==> config.mk <==
export PLATFORM = sky130hd
export DESIGN_NAME = dra_mem
export DESIGN_NICKNAME = d
export VERILOG_FILES = /design/src/dra_mem.sv
export SDC_FILE = /design/constraint.sdc
export NUM_CORES = 1
export LEC_CHECK = 0
export ABC_AREA = 1
export BUFFER_PORTS_ARGS = -buffer_cell sky130_fd_sc_hd__clkbuf_2
export CAP_MARGIN = 25
export CORE_ASPECT_RATIO = 0.75
export CORE_MARGIN = 5
export CORE_UTILIZATION = 67
export CTS_CLUSTER_DIAMETER = 200
export DETAILED_ROUTE_END_ITERATION = 8
export GPL_TIMING_DRIVEN = 0
export PLACE_DENSITY_LB_ADDON = 0.2
export SLEW_MARGIN = 20
export SYNTH_ARGS = -nofsm -noshare
export SYNTH_HDL_FRONTEND = slang
export SYNTH_SLANG_ARGS = --single-unit
==> constraint.sdc <==
create_clock -name clock -period 4.24 [get_ports clock]
set_input_delay 0.424 -clock clock [delete_from_list [all_inputs] [get_ports clock]]
set_output_delay 0.424 -clock clock [all_outputs]
set_load 0.1 [all_outputs]
==> src/dra_mem.sv <==
// Rule memory: one write port and one read port with registered read data.
`timescale 1ns / 1ps
`default_nettype none

module dra_mem #(
   parameter int DEPTH = 64,
   parameter int WIDTH = 8,
   localparam int AddrW = $clog2(DEPTH)
) (
   input  wire logic             clock,
   input  wire logic             wr_en,
   input  wire logic [AddrW-1:0] wr_addr,
   input  wire logic [WIDTH-1:0] wr_data,
   input  wire logic             rd_en,
   input  wire logic [AddrW-1:0] rd_addr,
   output logic      [WIDTH-1:0] rd_data
);

   logic [WIDTH-1:0] mem [DEPTH];

   // Write port.
   always_ff @(posedge clock) begin
      if (wr_en) begin
         mem[wr_addr] <= wr_data;
      end
   end

   // Read port, with registered read data.
   always_ff @(posedge clock) begin
      if (rd_en) begin
         rd_data <= mem[rd_addr];
      end
   end

endmodule

`default_nettype wire

==> out/metrics.yaml, run 1 <==
status: "complete, no violations"
placed_cells: 2246
grt_max_degree: 65
p_leak_nw: 8.62
cts_buffer_depth: 3
avgSynthCellArea_um2: 11.9
grt_pass1_wl_um: 88500
tns_ns: 0
first_pass_iters: 8
hold_class: "in2reg"
core-area_um2: 31400
cts_sinks: 520
maxCapViolations: 0
cellInternalPower_mw: 8.03
yosysWarnings: 0
start_kind: "primary input"
drive_gt1_share_pct: 10.2
multi_input_area_um2: 5000
grt_pass1_vias: 14000
clk_latency_ns: 0.58
dieArea_um2: 35700
clk_pin_slew_ns: 0.06
fin_skew_ns: 0.0223
rows: 56
max_clock_freq_ghz: 0.405
critPathCaptureType: "register"
place_area_um2: 22300
vias: 15100
htreeDepth: 2
critPathLaunch: "wr_addr[1]"
gp_congestion: 1.01
netlist_area_um2: 21400
p_sw_mw: 2.48
grt_setup_unrepaired: "false"
track_usage_pct: 34.3
grt_overflow: 0
swShare_pct: 23.6
die_x_um: 216
final_cell_area_um2: 23700
synthCells: 1805
dp_hpwl_um: 41200
synth_seq_cells: 520
cts-hold-fix-buffers: 0
tightest_slew_ns: 1.10
yosysSeqAreaShare_pct: 72.9
slew_viol_final: 0
final_cells: 2335
drc: 0
path_class: "in2reg"
crit_fanout: 9
ant_nets: 0
final_common_cell: "nand2_1"
max_slew_margin_pct: 26.5
ir_drop_mv: 0.338
grt_antenna_before_repair: 1
worst_slack_ns: 1.77
powerDensity_nw_per_um2: 444
die_h_um: 165
hold_viol: 0
cts_tree: "yes"
syn_nets: 1828
nets: 1914
start_util_pct: 68.2
worstPathRequired_ns: 4.43
io_pins: 31
root_buffer: "clkbuf_16"
hold_path_startpoint: "rd_en"
ctsResizeCount: 0
fillers: 1996
cts_made_buffers: 47
area_growth_pct: 10.5
routedWlPerCell_um: 26.1
mostFrequentLayoutCells: "648 x nand2_1, 520 x edfxtp_1, 439 x nand3_1"
timing.rr.start: "mem[19][6]$_DFFE_PP_"
cts_setup_buffers: 0
wl_um: 60900
port_buffers: 22
min_period_ns: 2.47
finalSetupViolCount: 0
p_comb_share_pct: 7.9
p_seq_share_pct: 54.3
drtIter0Drc: 2539
finalCritPeriodShare_pct: 58.2
clkPwrFrac_pct: 37.7
pre_cts_slack_ns: 1.26
vias_per_cell: 6.46
critical_path_arrival_ns: 2.66
yosysUniqueCellTypes: 15
seq_area_um2: 15600
[worst paths after layout]
path | endpoint | slack [ns] | cells after the start
max reg2reg | rd_data[6]$_DFFE_PP_ | 2.60 | 8
max | mem[25][5]$_DFFE_PP_ | 1.77 | 4
min reg2reg | rd_data[3]$_DFFE_PP_ | 1.00 | 8
min | rd_data[5]$_DFFE_PP_ | 0.20 | 1
[state kept, by name, summed over array words and instances (netlist names)]
signal   cells
rd_data      8
mem        512
[synthesized netlist by cell type]
| cell | n | area share (%) |
|---|---|---|
| nand4_1 | 9 | 0.26 |
| buf_4 | 14 | 0.49 |
| buf_1 | 10 | 0.18 |
| buf_6 | 35 | 1.8 |
| clkbuf_1 | 15 | 0.26 |
| nor4_1 | 8 | 0.23 |
| edfxtp_1 | 520 | 73 |
| inv_1 | 10 | 0.18 |
| nor2_1 | 56 | 0.98 |
| buf_8 | 2 | 0.14 |
| nand3_1 | 439 | 10 |
| inv_2 | 1 | 0.018 |
| inv_6 | 1 | 0.041 |
| nand2_1 | 648 | 11 |
| buf_2 | 37 | 0.86 |
[cell families (layout without fill, tap and decap cells)]
family	after synthesis	in the layout	synth area share (%)
flops	520	520	72.9
other cells	0	2	0
buf+inv	125	247	4.01
simple gates	1160	1160	23.1
[routing by layer]
metal	GRT usage (%)	part of all wire, %	vias to the layer above
li1	-	-	6536
met1	49.5	38	7156
met2	48.4	42	1230
met3	14.7	18	162
met4	9.97	3.2	0
met5	0	0	-
[power by group through the flow]
stage               logic (mW)  clock network (mW)  registers [mW]
floorplan                0.400                   0            5.87
global placement         0.762                   0            5.82
detailed placement       0.797                   0            5.82
CTS                      0.801                3.95            5.71
global route             0.875                4.19            5.71
finish                   0.835                3.96            5.71
[stage by stage]
step	hold WS [ns]	power, mW	util (%)
3_3_place_gp	0.764	6.59	70.2
6_report	0.199	10.5	75.4
3_5_place_dp	0.791	6.62	70.9
5_1_grt	0.213	10.8	75.4
2_1_floorplan	0.523	6.27	-
4_1_cts	0.204	10.5	75.4
[worst max-delay path, cell delays in order]
cell and delay, ns:
clkbuf_1 0.23, inv_1 0.32, nand4_1 0.61, nor2_1 1.07
[layout make-up]
| class | instances | area share (%) |
|---|---|---|
| Sequential cell | 520 | 66.0 |
| Tap cell | 406 | 2.15 |
| Timing Repair Buffer | 37 | 1.23 |
| Antenna cell | 2 | 0.0211 |
| Clock inverter | 29 | 0.719 |
| Inverter | 12 | 0.211 |
| Multi-Input combinational cell | 1160 | 21.1 |
| Clock buffer | 56 | 5.20 |
| Buffer | 113 | 3.41 |
No activity file was read; power rests on OpenSTA's default activity.
==> inputs of run 2 (changes only) <==
CORE_UTILIZATION = 57   (was 67)
clock period = 2.2 ns   (was 4.24 ns; I/O delays follow)
==> out/metrics.yaml, run 2 (synthesized netlist as in run 1, its figures left out) <==
status: "complete, but fails checks"  # was complete, no violations
violations: "setup timing"
finalCritPeriodShare_pct: 101
track_usage_pct: 29.9  # was 34.3%
die_x_um: 234  # was 216 um
slew_viol_final: 0  # unchanged
worst_slack_ns: -0.0283  # was 1.77 ns
worstPathRequired_ns: 2.40  # was 4.43 ns
max_clock_freq_ghz: 0.449
maxCapViolations: 0  # unchanged
diodes: 0  # was 2
clk_pin_slew_ns: 0.06  # about the same
drc: 0  # unchanged
nets: 1919  # was 1914
rows: 61  # was 56
critPathCaptureType: "register"  # unchanged
die_h_um: 178  # was 165 um
cts_made_buffers: 49  # was 47
cp.buffers_inverters: 2  # unchanged
tightest_slew_ns: 1.05  # was 1.10 ns
cts_sinks: 520  # unchanged
min_period_ns: 2.23
drive_gt1_share_pct: 10.6  # was 10.2%
cts_buffer_depth: 3  # unchanged
grt_pass1_vias: 13600  # was 14.0k
cpMaxStageDelayCell: "nor2_1"  # unchanged
fin_skew_ns: 0.0193  # was 0.0223 ns
grt_max_degree: 65  # unchanged
largest_reg_flops: 512  # unchanged
io_pins: 31  # unchanged
powerDensity_nw_per_um2: 872  # was 444 nW/um2
finalSetupViolCount: 19  # was 0
max_slew_margin_pct: 29.9  # was 26.5%
crit_family: "simple AND/OR/NAND/NOR gates"  # unchanged
grt_pass1_wl_um: 90000  # was 88500 um
root_buffer: "clkbuf_16"  # unchanged
hold_viol: 0  # unchanged
critical_path_arrival_ns: 2.43  # was 2.66 ns
grt_setup_unrepaired: "true"  # was false
port_buffers: 22  # unchanged
wl_um: 61300  # was 60900 um
core-area_um2: 37100  # was 31400 um2
tns_ns: -0.308  # was 0 ns
start_kind: "primary input"  # unchanged
drtIter0Drc: 2386  # was 2539
htreeDepth: 2  # unchanged
gp_congestion: 1.00  # was 1.01
crit_fanout: 9  # unchanged
routedWlPerCell_um: 25.1  # was 26.1 um
path_class: "in2reg"  # unchanged
area_growth_pct: 12.0  # was 10.5%
ant_nets: 0  # unchanged
clk_latency_ns: 0.58  # about the same
start_util_pct: 57.7  # was 68.2%
first_pass_iters: 6  # was 8
vias_per_cell: 6.08  # was 6.46
cpPeakStageDelay_ns: 1.02  # was 1.07 ns
p_leak_nw: 8.71  # was 8.62 nW
reg_top3: "mem (512), rd_data (8)"  # unchanged
place_area_um2: 22400  # was 22300 um2
dieArea_um2: 41600  # was 35700 um2
dp_hpwl_um: 42100  # was 41200 um
final_common_cell: "nand2_1"  # unchanged
grt_antenna_before_repair: 0  # was 1
mostFrequentLayoutCells: "648 x nand2_1, 520 x edfxtp_1, 439 x nand3_1"  # unchanged
whs_ns: 0.0852  # was 0.199 ns
ir_drop_mv: 0.654  # was 0.338 mV
top_register: "mem"  # unchanged
grt_overflow: 0  # unchanged
cts_tree: "yes"  # unchanged
final_cell_area_um2: 24000  # was 23700 um2
hold_class: "in2reg"  # unchanged
vias: 14800  # was 15.1k
cp_cell_sequence: "clkbuf_1 -> inv_1 -> nand4_1 -> nor2_1"  # unchanged
-- run 2: cell types whose count changed in the layout (fill, tap and decap cells not counted), sizes merged --
cell         previous run  this run
dlygate4sd3             0         2
clkbuf                 93        98
clkinvlp                0         2
diode                   2         0
bufinv                  1         4
clkinv                 27        23
buf                   113       114
-- run 2: what timing repair did --
item / CTS / global route
buffers inserted: 0 / 0
hold buffers: 2 / 0
endpoints found under the setup margin: 0 / 32
endpoints found under the hold margin: 12 / 0
resized for setup: 0 / 1
-- run 2: path summary, 6_finish.rpt --
kind,from,end,slack [ns],depth (start not counted)
min,wr_data[0],mem[58][0]$_DFFE_PP_,0.09,1
max,wr_addr[2],mem[11][7]$_DFFE_PP_,-0.03,4
min reg2reg,mem[38][7]$_DFFE_PP_,rd_data[7]$_DFFE_PP_,1.06,8
max reg2reg,mem[25][5]$_DFFE_PP_,rd_data[5]$_DFFE_PP_,0.52,8
-- run 2: routing by layer --
metal  GRT usage, %  part of all wire (%)  up-vias  wire length (um)
met5              0                     0        -                 0
met4           6.73                   2.5        0              1530
met3           7.95                    14      111              8490
met2           42.0                    42     1026             25700
met1           47.1                    42     7145             25600
li1               -                     -     6546                 -
-- run 2: final cells by class --
| cell class | instances | area [um2] |
|---|---|---|
| sequential | 520 | 15600 |
| tap | 504 | 631 |
| buffer | 113 | 808 |
| fill | 2843 | 13100 |
| multi-input combinational | 1160 | 5000 |
| inverter | 12 | 50.0 |
| clock buffer | 61 | 1310 |
| timing repair buffer | 40 | 337 |
| clock inverter | 30 | 246 |
-- run 2: metrics by stage --
stage	util, %	cells	worst slack, ns	power [mW]
after global routing	64.7	2440	-0.0875	21.5
after global placement	59.7	2331	-0.445	12.7
final	64.7	2440	-0.0283	20.9
after CTS	64.6	2438	0.0545	20.9
after detailed placement	60.4	2345	-0.552	12.8
after floorplan	-	1805	0.214	12.1
-- run 2: where the power goes --
part	switching (mW)	leakage (nW)	internal [mW]
clock	3.61	0.761	4.70
combinational	1.21	3.27	0.397
sequential	0.0184	4.69	11.0
total	4.83	8.71	16.1
