<file path="src/dra_pkg.sv">
// Shared types, codes and constants for the device range access table.
`timescale 1ns / 1ps
`default_nettype none

package dra_pkg;

   // Default sizing, handed to the top level parameters.
   localparam int TableEntriesDefault = 64;
   localparam int PermBitsDefault     = 8;

   // Field widths of the request word and of a stored rule.
   localparam int FieldW = 32;
   localparam int MajorW = 12;
   localparam int MinorW = 20;
   localparam int PrioW  = 32;
   localparam int StampW = 32;
   localparam int PermW  = 8;

   // Highest minor that a rule range may reach, in the 33-bit width of the sum of two 32-bit fields.
   localparam logic [FieldW:0] MinorLimit = (FieldW + 1)'((1 << MinorW) - 1);

   // Register reset values.
   localparam logic [PermW-1:0] ValidPermMaskReset = 8'd127;
   localparam logic [PermW-1:0] DefaultPermsReset  = 8'd3;

   // Request kinds.
   typedef enum logic [1:0] {
      KIND_CHECK  = 2'd0,
      KIND_LOAD   = 2'd1,
      KIND_UNLOAD = 2'd2
   } dra_kind_type;

   // Result status codes.
   typedef enum logic [2:0] {
      STATUS_OK    = 3'd0,
      STATUS_INVAL = 3'd1,
      STATUS_EXIST = 3'd2,
      STATUS_NOENT = 3'd3,
      STATUS_FULL  = 3'd4
   } dra_status_type;

   // Configuration register indexes.
   typedef enum logic [1:0] {
      CSR_VALID_PERM_MASK = 2'd0,
      CSR_DEFAULT_PERMS   = 2'd1,
      CSR_STRICT_MODE     = 2'd2
   } dra_csr_type;

   // One request as it enters the sequencer.
   typedef struct packed {
      logic [1:0]        kind;
      logic [FieldW-1:0] major;
      logic [FieldW-1:0] minor;
      logic [FieldW-1:0] span;
      logic [PrioW-1:0]  prio;
      logic [PermW-1:0]  perms;
   } dra_cmd_type;

   // Configuration registers as seen by the sequencer.
   typedef struct packed {
      logic [PermW-1:0] valid_perm_mask;
      logic [PermW-1:0] default_perms;
      logic             strict_mode;
   } dra_cfg_type;

   // Stored rule, without its permission bits.
   typedef struct packed {
      logic              valid;
      logic [MajorW-1:0] major;
      logic [MinorW-1:0] base;
      logic [MinorW-1:0] width;
      logic [PrioW-1:0]  prio;
      logic [StampW-1:0] stamp;
   } dra_entry_type;

   // Result of one request.
   typedef struct packed {
      logic           allowed;
      dra_status_type status;
   } dra_result_type;

endpackage

`default_nettype wire

</file>
<file path="src/dra_ctrl.sv">
// Sequencer: scans the rule memory once per request, unless rejected up front, and commits any update.
`timescale 1ns / 1ps
`default_nettype none

module dra_ctrl import dra_pkg::*; #(
   parameter int TABLE_ENTRIES = TableEntriesDefault,
   parameter int PERM_BITS     = PermBitsDefault,
   localparam int IdxW    = $clog2(TABLE_ENTRIES),
   localparam int RightsW = (PERM_BITS < PermW) ? PERM_BITS : PermW,
   localparam int WordW   = $bits(dra_entry_type) + RightsW
) (
   input  wire logic             clock,
   input  wire logic             reset,
   input  wire logic             req_valid,
   output logic                  req_ready,
   input  wire dra_cmd_type      req_cmd,
   input  wire dra_cfg_type      cfg,
   input  wire logic             rsp_free,
   output logic                  res_valid,
   output dra_result_type        res,
   output logic                  mem_wr_en,
   output logic      [IdxW-1:0]  mem_wr_addr,
   output logic      [WordW-1:0] mem_wr_data,
   output logic                  mem_rd_en,
   output logic      [IdxW-1:0]  mem_rd_addr,
   input  wire logic [WordW-1:0] mem_rd_data
);

   localparam logic [IdxW-1:0] LastIdx = IdxW'(TABLE_ENTRIES - 1);

   typedef enum logic [2:0] {
      S_CLEAR,
      S_IDLE,
      S_SCAN,
      S_DRAIN,
      S_COMMIT
   } state_type;

   state_type          state_ff, state_in;
   logic [IdxW-1:0]    idx_ff, idx_in;
   logic               rd_pend_ff, rd_pend_in;
   logic [IdxW-1:0]    rd_idx_ff, rd_idx_in;
   dra_cmd_type        cmd_ff, cmd_in;
   logic               early_ff, early_in;
   logic               found_ff, found_in;
   logic [PrioW-1:0]   best_prio_ff, best_prio_in;
   logic [StampW-1:0]  best_stamp_ff, best_stamp_in;
   logic [RightsW-1:0] best_rights_ff, best_rights_in;
   logic               dup_ff, dup_in;
   logic               free_found_ff, free_found_in;
   logic [IdxW-1:0]    free_idx_ff, free_idx_in;
   logic               hit_found_ff, hit_found_in;
   logic [IdxW-1:0]    hit_idx_ff, hit_idx_in;
   logic [StampW-1:0]  stamp_ff, stamp_in;

   dra_entry_type      rd_entry;
   logic [RightsW-1:0] rd_rights;
   logic               key_eq;
   logic               range_hit;
   logic               beats;
   logic               load_bad;
   logic [FieldW:0]    range_end;
   logic [MinorW:0]    entry_end;
   logic [RightsW-1:0] mode;
   logic               commit_wr;
   logic               load_commit;
   dra_entry_type      new_entry;

   assign {rd_rights, rd_entry} = mem_rd_data;
   assign mode = cmd_ff.perms[RightsW-1:0];

   // Load argument validation, done on the incoming word.
   assign range_end = {1'b0, req_cmd.minor} + {1'b0, req_cmd.span};
   assign load_bad  = (req_cmd.major[FieldW-1:MajorW] != '0)
                   || (req_cmd.minor[FieldW-1:MinorW] != '0)
                   || (range_end > MinorLimit)
                   || ((req_cmd.perms[RightsW-1:0]
                        & ~cfg.valid_perm_mask[RightsW-1:0]) != '0);

   // Compare the rule read back against the current request.
   assign key_eq = (cmd_ff.major[FieldW-1:MajorW] == '0)
                && (cmd_ff.minor[FieldW-1:MinorW] == '0)
                && (cmd_ff.span[FieldW-1:MinorW] == '0)
                && (rd_entry.major == cmd_ff.major[MajorW-1:0])
                && (rd_entry.base == cmd_ff.minor[MinorW-1:0])
                && (rd_entry.width == cmd_ff.span[MinorW-1:0]);

   assign entry_end = {1'b0, rd_entry.base} + {1'b0, rd_entry.width};
   assign range_hit = rd_entry.valid
                   && (cmd_ff.major[FieldW-1:MajorW] == '0)
                   && (rd_entry.major == cmd_ff.major[MajorW-1:0])
                   && (cmd_ff.minor[FieldW-1:MinorW] == '0)
                   && (cmd_ff.minor[MinorW-1:0] >= rd_entry.base)
                   && ({1'b0, cmd_ff.minor[MinorW-1:0]} <= entry_end)
                   && (rd_entry.prio != '0);

   // Higher priority wins; on equal priority the newer stamp wins.
   assign beats = !found_ff
               || (rd_entry.prio > best_prio_ff)
               || ((rd_entry.prio == best_prio_ff) && (rd_entry.stamp > best_stamp_ff));

   // Result and write-back decided from the finished scan.
   always_comb begin
      res.allowed = 1'b0;
      res.status  = STATUS_OK;
      commit_wr   = 1'b0;
      mem_wr_addr = hit_idx_ff;
      if (early_ff) begin
         res.status = STATUS_INVAL;
      end else begin
         case (cmd_ff.kind)
            KIND_CHECK: begin
               if (found_ff) begin
                  res.allowed = ((best_rights_ff & mode) == mode);
               end else begin
                  res.allowed = !cfg.strict_mode
                             && ((cfg.default_perms[RightsW-1:0] & mode) == mode);
               end
            end
            KIND_LOAD: begin
               mem_wr_addr = free_idx_ff;
               if (dup_ff) begin
                  res.status = STATUS_EXIST;
               end else if (!free_found_ff) begin
                  res.status = STATUS_FULL;
               end else begin
                  commit_wr = 1'b1;
               end
            end
            KIND_UNLOAD: begin
               if (hit_found_ff) begin
                  commit_wr = 1'b1;
               end else begin
                  res.status = STATUS_NOENT;
               end
            end
            default: begin
               res.status = STATUS_INVAL;
            end
         endcase
      end
      if (state_ff == S_CLEAR) begin
         mem_wr_addr = idx_ff;
      end
   end

   // New rule image; an unload writes the same slot back with valid low.
   always_comb begin
      new_entry.valid = (cmd_ff.kind == KIND_LOAD);
      new_entry.major = cmd_ff.major[MajorW-1:0];
      new_entry.base  = cmd_ff.minor[MinorW-1:0];
      new_entry.width = cmd_ff.span[MinorW-1:0];
      new_entry.prio  = cmd_ff.prio;
      new_entry.stamp = stamp_ff;
   end

   assign load_commit = (state_ff == S_COMMIT) && rsp_free && commit_wr
                     && (cmd_ff.kind == KIND_LOAD);
   assign mem_wr_en   = (state_ff == S_CLEAR)
                     || ((state_ff == S_COMMIT) && rsp_free && commit_wr);
   assign mem_wr_data = (state_ff == S_CLEAR) ? '0 : {mode, new_entry};
   assign mem_rd_en   = (state_ff == S_SCAN);
   assign mem_rd_addr = idx_ff;
   assign req_ready   = (state_ff == S_IDLE);
   assign res_valid   = (state_ff == S_COMMIT);

   // Next state of the sequencer and of the scan accumulators.
   always_comb begin
      state_in       = state_ff;
      idx_in         = idx_ff;
      rd_pend_in     = (state_ff == S_SCAN);
      rd_idx_in      = idx_ff;
      cmd_in         = cmd_ff;
      early_in       = early_ff;
      found_in       = found_ff;
      best_prio_in   = best_prio_ff;
      best_stamp_in  = best_stamp_ff;
      best_rights_in = best_rights_ff;
      dup_in         = dup_ff;
      free_found_in  = free_found_ff;
      free_idx_in    = free_idx_ff;
      hit_found_in   = hit_found_ff;
      hit_idx_in     = hit_idx_ff;
      stamp_in       = load_commit ? stamp_ff + 1'b1 : stamp_ff;

      case (state_ff)
         S_CLEAR: begin
            if (idx_ff == LastIdx) begin
               idx_in   = '0;
               state_in = S_IDLE;
            end else begin
               idx_in = idx_ff + 1'b1;
            end
         end
         S_IDLE: begin
            if (req_valid) begin
               cmd_in        = req_cmd;
               idx_in        = '0;
               found_in      = 1'b0;
               dup_in        = 1'b0;
               free_found_in = 1'b0;
               hit_found_in  = 1'b0;
               if (!(req_cmd.kind inside {KIND_CHECK, KIND_LOAD, KIND_UNLOAD})
                   || ((req_cmd.kind == KIND_LOAD) && load_bad)) begin
                  early_in = 1'b1;
                  state_in = S_COMMIT;
               end else begin
                  early_in = 1'b0;
                  state_in = S_SCAN;
               end
            end
         end
         S_SCAN: begin
            idx_in = idx_ff + 1'b1;
            if (idx_ff == LastIdx) begin
               state_in = S_DRAIN;
            end
         end
         S_DRAIN: begin
            state_in = S_COMMIT;
         end
         S_COMMIT: begin
            if (rsp_free) begin
               state_in = S_IDLE;
            end
         end
         default: begin
            state_in = S_IDLE;
         end
      endcase

      // Fold in the rule that arrived from the memory this cycle.
      if (rd_pend_ff) begin
         if (range_hit && beats) begin
            found_in       = 1'b1;
            best_prio_in   = rd_entry.prio;
            best_stamp_in  = rd_entry.stamp;
            best_rights_in = rd_rights;
         end
         if (rd_entry.valid && key_eq) begin
            dup_in = 1'b1;
         end
         if (!rd_entry.valid && !free_found_ff) begin
            free_found_in = 1'b1;
            free_idx_in   = rd_idx_ff;
         end
         if (rd_entry.valid && key_eq && (rd_entry.prio == cmd_ff.prio) && !hit_found_ff) begin
            hit_found_in = 1'b1;
            hit_idx_in   = rd_idx_ff;
         end
      end
   end

   // State and registered outputs.
   always_ff @(posedge clock) begin
      if (reset) begin
         state_ff   <= S_CLEAR;
         idx_ff     <= '0;
         rd_pend_ff <= 1'b0;
         stamp_ff   <= '0;
      end else begin
         state_ff   <= state_in;
         idx_ff     <= idx_in;
         rd_pend_ff <= rd_pend_in;
         stamp_ff   <= stamp_in;
      end
      rd_idx_ff      <= rd_idx_in;
      cmd_ff         <= cmd_in;
      early_ff       <= early_in;
      found_ff       <= found_in;
      best_prio_ff   <= best_prio_in;
      best_stamp_ff  <= best_stamp_in;
      best_rights_ff <= best_rights_in;
      dup_ff         <= dup_in;
      free_found_ff  <= free_found_in;
      free_idx_ff    <= free_idx_in;
      hit_found_ff   <= hit_found_in;
      hit_idx_ff     <= hit_idx_in;
   end

   // An accepted word always starts a scan or goes straight to its result.
   assert property (@(posedge clock) disable iff (reset)
      (req_valid && req_ready) |=> ((state_ff == S_SCAN) || (state_ff == S_COMMIT)))
      else $error("accepted word did not start processing");

   // Read data is only folded in while the scan is running or draining.
   assert property (@(posedge clock) disable iff (reset)
      rd_pend_ff |-> ((state_ff == S_SCAN) || (state_ff == S_DRAIN)))
      else $error("read data pending outside of a scan");

   // Reads and writes of the rule memory never overlap.
   assert property (@(posedge clock) disable iff (reset)
      mem_wr_en |-> !mem_rd_en)
      else $error("rule memory read and written in the same cycle");

   // Each stored rule takes the next stamp.
   assert property (@(posedge clock) disable iff (reset)
      load_commit |=> (stamp_ff == $past(stamp_ff) + 32'd1))
      else $error("stamp did not advance on a stored rule");

endmodule

`default_nettype wire

</file>
<file path="config.mk">
export PLATFORM = sky130hd
export DESIGN_NAME = dra_ctrl
export DESIGN_NICKNAME = d
export VERILOG_FILES = /design/src/dra_pkg.sv /design/src/dra_ctrl.sv
export SDC_FILE = /design/constraint.sdc
export NUM_CORES = 1
export LEC_CHECK = 0
export BUFFER_PORTS_ARGS = -buffer_cell sky130_fd_sc_hd__buf_2
export CORE_ASPECT_RATIO = 0.8
export CORE_MARGIN = 2
export CORE_UTILIZATION = 49
export DETAILED_ROUTE_END_ITERATION = 12
export PLACE_DENSITY = 0.83
export SYNTH_ARGS = -nofsm -noshare
export SYNTH_HDL_FRONTEND = slang
export SYNTH_SLANG_ARGS = --single-unit
</file>
<file path="constraint.sdc">
create_clock -name clock -period 14.95 [get_ports clock]
set_input_delay 3.7375 -clock clock [delete_from_list [all_inputs] [get_ports clock]]
set_output_delay 3.7375 -clock clock [all_outputs]
set_load 0.02 [all_outputs]
</file>
==> results.toml <==
[placement]
place_ws_ns = 6.072
gp_congestion = 0.9948
dp_hpwl_um = 38660
port_buffers = 428

[yosys]
synth_cells = 1489
yosys_warnings = 0
yosysMostFrequentCell = "edfxtp_1"
yosys-top-cells-count = "edfxtp_1 (223), ha_1 (162), nor2b_1 (129)"
synth-seq-cells = 275
synth_top_area_share_pct = 41.64
synth_fp_nets = 1937
ys_async_sr_fraction_pct = 0
synth_ff_type = "edfxtp_1"
synth_area_sq_um = 16080
avgSynthCellArea_sq_um = 10.80
yosysUniqueCellTypes = 74
synth_edf_count = 223
synth_seq_area_share_pct = 48.12
synth_area_leaders = "edfxtp_1 (42%), ha_1 (13%), dfxtp_1 (6.5%)"
yosysTopAreaCell = "edfxtp_1"

[timing]
fmax_mhz = 114.6
finalSetupViolCount = 0
period_needed_ns = 8.729
rsz0062_at_grt = "false"
hold_viol = 0
fin_tns_setup_ns = 0
holdWs_ns = 0.4275
worst_pin_slew_ns = 1.053
max-slew-margin-rel_pct = 29.77
fin_skew_ns = 0.01452
fin_crit_sh_pct = 58.39
slew_violations = 0
timing.final.ws_setup_ns = 6.221

[floorplan]
die_area_sq_um = 34290
initial_utilization_pct = 49.62
chipWidth_um = 206.5
boundaryPins = 429
die_height_um = 166.0
coreArea_sq_um = 32410
num_rows = 59

[critical_path]
r2r_start = "cmd_ff[78]"
endpoint_kind = "primary output"
cp.arrival_ns = 4.99
cp_data_required_time_ns = 11.21
crit_fanout = 1
criticalPathCategory = "primary input to primary output"
startpoint = "cfg[4]"
cp-start-kind = "primary input"

[global_routing]
grt_pass1_wl_um = 72880
antenna_found_initial = 11
grt_max_degree = 86
overflow = 0
grt_use_total_pct = 27.41
grt_pass1_vias = 13310

[pwr]
cellInternalPower_mw = 1.338
powerDensity_nw_per_um2 = 90.82
ir_drop_mv = 0.09507
sw_frac_of_total_pct = 24.99
seqPwrFrac_pct = 46.5
comb_power_share_pct = 13.1
p_leak_nw = 8.664
clkPwrFrac_pct = 40.3
switching_power_mw = 0.4457
finalPower_mw = 1.784

[clock_tree]
hold_buffers = 0
cts.sinks = 275
cts_buffer_depth = 3
cts_max_level = 1
clkTransAtPathRegs_ns = 0.06
root_buffer = "clkbuf_16"
post-cts-setup-buffers = 0
clkLatencyLatePin_ns = 0.55
cts.repair.resized = 0
cts_buffers = 29
tritoncts = "built"

[detailed_routing]
via_per_inst = 5.691
route.final.wire_length_um = 48660
antenna_left = 0
post_drt_wl_per_cell_um = 20.44
vias = 13550
drtIter0Drc = 1186
drc = 0
drtPass1Iterations = 5

[final_layout]
layout.nets = 2370
area_growth_pct = 22.15
drive_gt1_share_pct = 25.87
regArea_sq_um = 7737
nFillCells = 2694
multiInputGateArea_sq_um = 7777

[hold_path]
min_path_type = "flop to flop"
min_from = "rd_idx_ff[2]"

[status]
status = "finished, final reports clean"

[job]
drv_cap = 0
[power by group through the flow]
| stage | logic (mW) | clock network (mW) | registers [mW] |
|---|---|---|---|
| after detailed placement | 0.228 | 0 | 0.846 |
| final | 0.234 | 0.720 | 0.830 |
| after CTS | 0.230 | 0.735 | 0.830 |
| after global placement | 0.222 | 0 | 0.846 |
| after floorplan | 0.132 | 0 | 0.847 |
| after global routing | 0.258 | 0.764 | 0.830 |
[path summary, 6_finish.rpt]
path	to	slack (ns)	cells after the start
setup reg to reg	best_stamp_ff[24]	11.16	11
hold reg to reg	hit_idx_ff[2]	0.43	0
hold / removal	hit_idx_ff[2]	0.43	0
setup / recovery	res[3]	6.22	6
[flip-flops by register name, indices dropped and copies added (netlist names), 3 cells and up]
signal          flops
best_stamp_ff      32
mem_rd_addr         6
state_ff            3
hit_idx_ff          6
best_prio_ff       32
stamp_ff           32
cmd_ff            130
mode                8
rd_idx_ff           6
best_rights_ff      8
free_idx_ff         6
[layer usage]
layer	up-vias	global-route usage, %	part of all wire (%)
li1	6345	-	-
met1	6458	36.65	43
met2	628	44.74	46
met3	110	5.102	7.6
met4	4	9.193	3.2
met5	-	0	0.049
[worst max-delay path, stage by stage]
cell       delay (ns)
buf_2            0.09
o22ai_1          0.07
a2111oi_0        0.40
a22oi_1          0.25
nor3b_1          0.24
buf_2            0.20
[area by class of cell]
cell class	instances	area share, %
Antenna cell	9	0.1147
Clock buffer	32	3.752
Clock inverter	21	1.013
Inverter	122	2.357
Multi-Input combinational cell	1062	39.59
Sequential cell	275	39.39
Tap cell	427	2.720
Timing Repair Buffer	432	11.06
[placed cells by master, fill, tap and decap left out, drive strengths merged, types with 24 or more instances in the layout]
master  synthesis  layout
buf             6     432
clkbuf         24      32
a21oi          64      64
a21o           44      44
ha            162     162
o21ai          54      54
nor2           90      90
dfxtp          52      52
nor3           24      24
nor2b         129     129
nand2          73      73
edfxtp        223     223
inv           122     125
nor4           43      43
xor2           90      90
nand4          51      51
[per-stage QoR]
step                cells  utilization [%]  area (sq um)
CTS                  2371            60.54         19620
floorplan            1489                -         16080
global route         2379            60.60         19640
finish               2380            60.61         19640
detailed placement   2318            57.65         18680
global placement     2318            57.65         18680
[kinds of logic after synthesis]
family                   after synthesis  synth area share, %
adder cells (fa/ha/maj)              164                12.85
multiplexers                           9               0.5602
AND/OR/NAND/NOR                      501                17.11
AO/OA/AOI/OAI                        276                11.67
XOR/XNOR                             112                6.100
flip-flops                           275                48.12
buffers and inverters                152                3.587
Power figures use the tool's default switching activity.
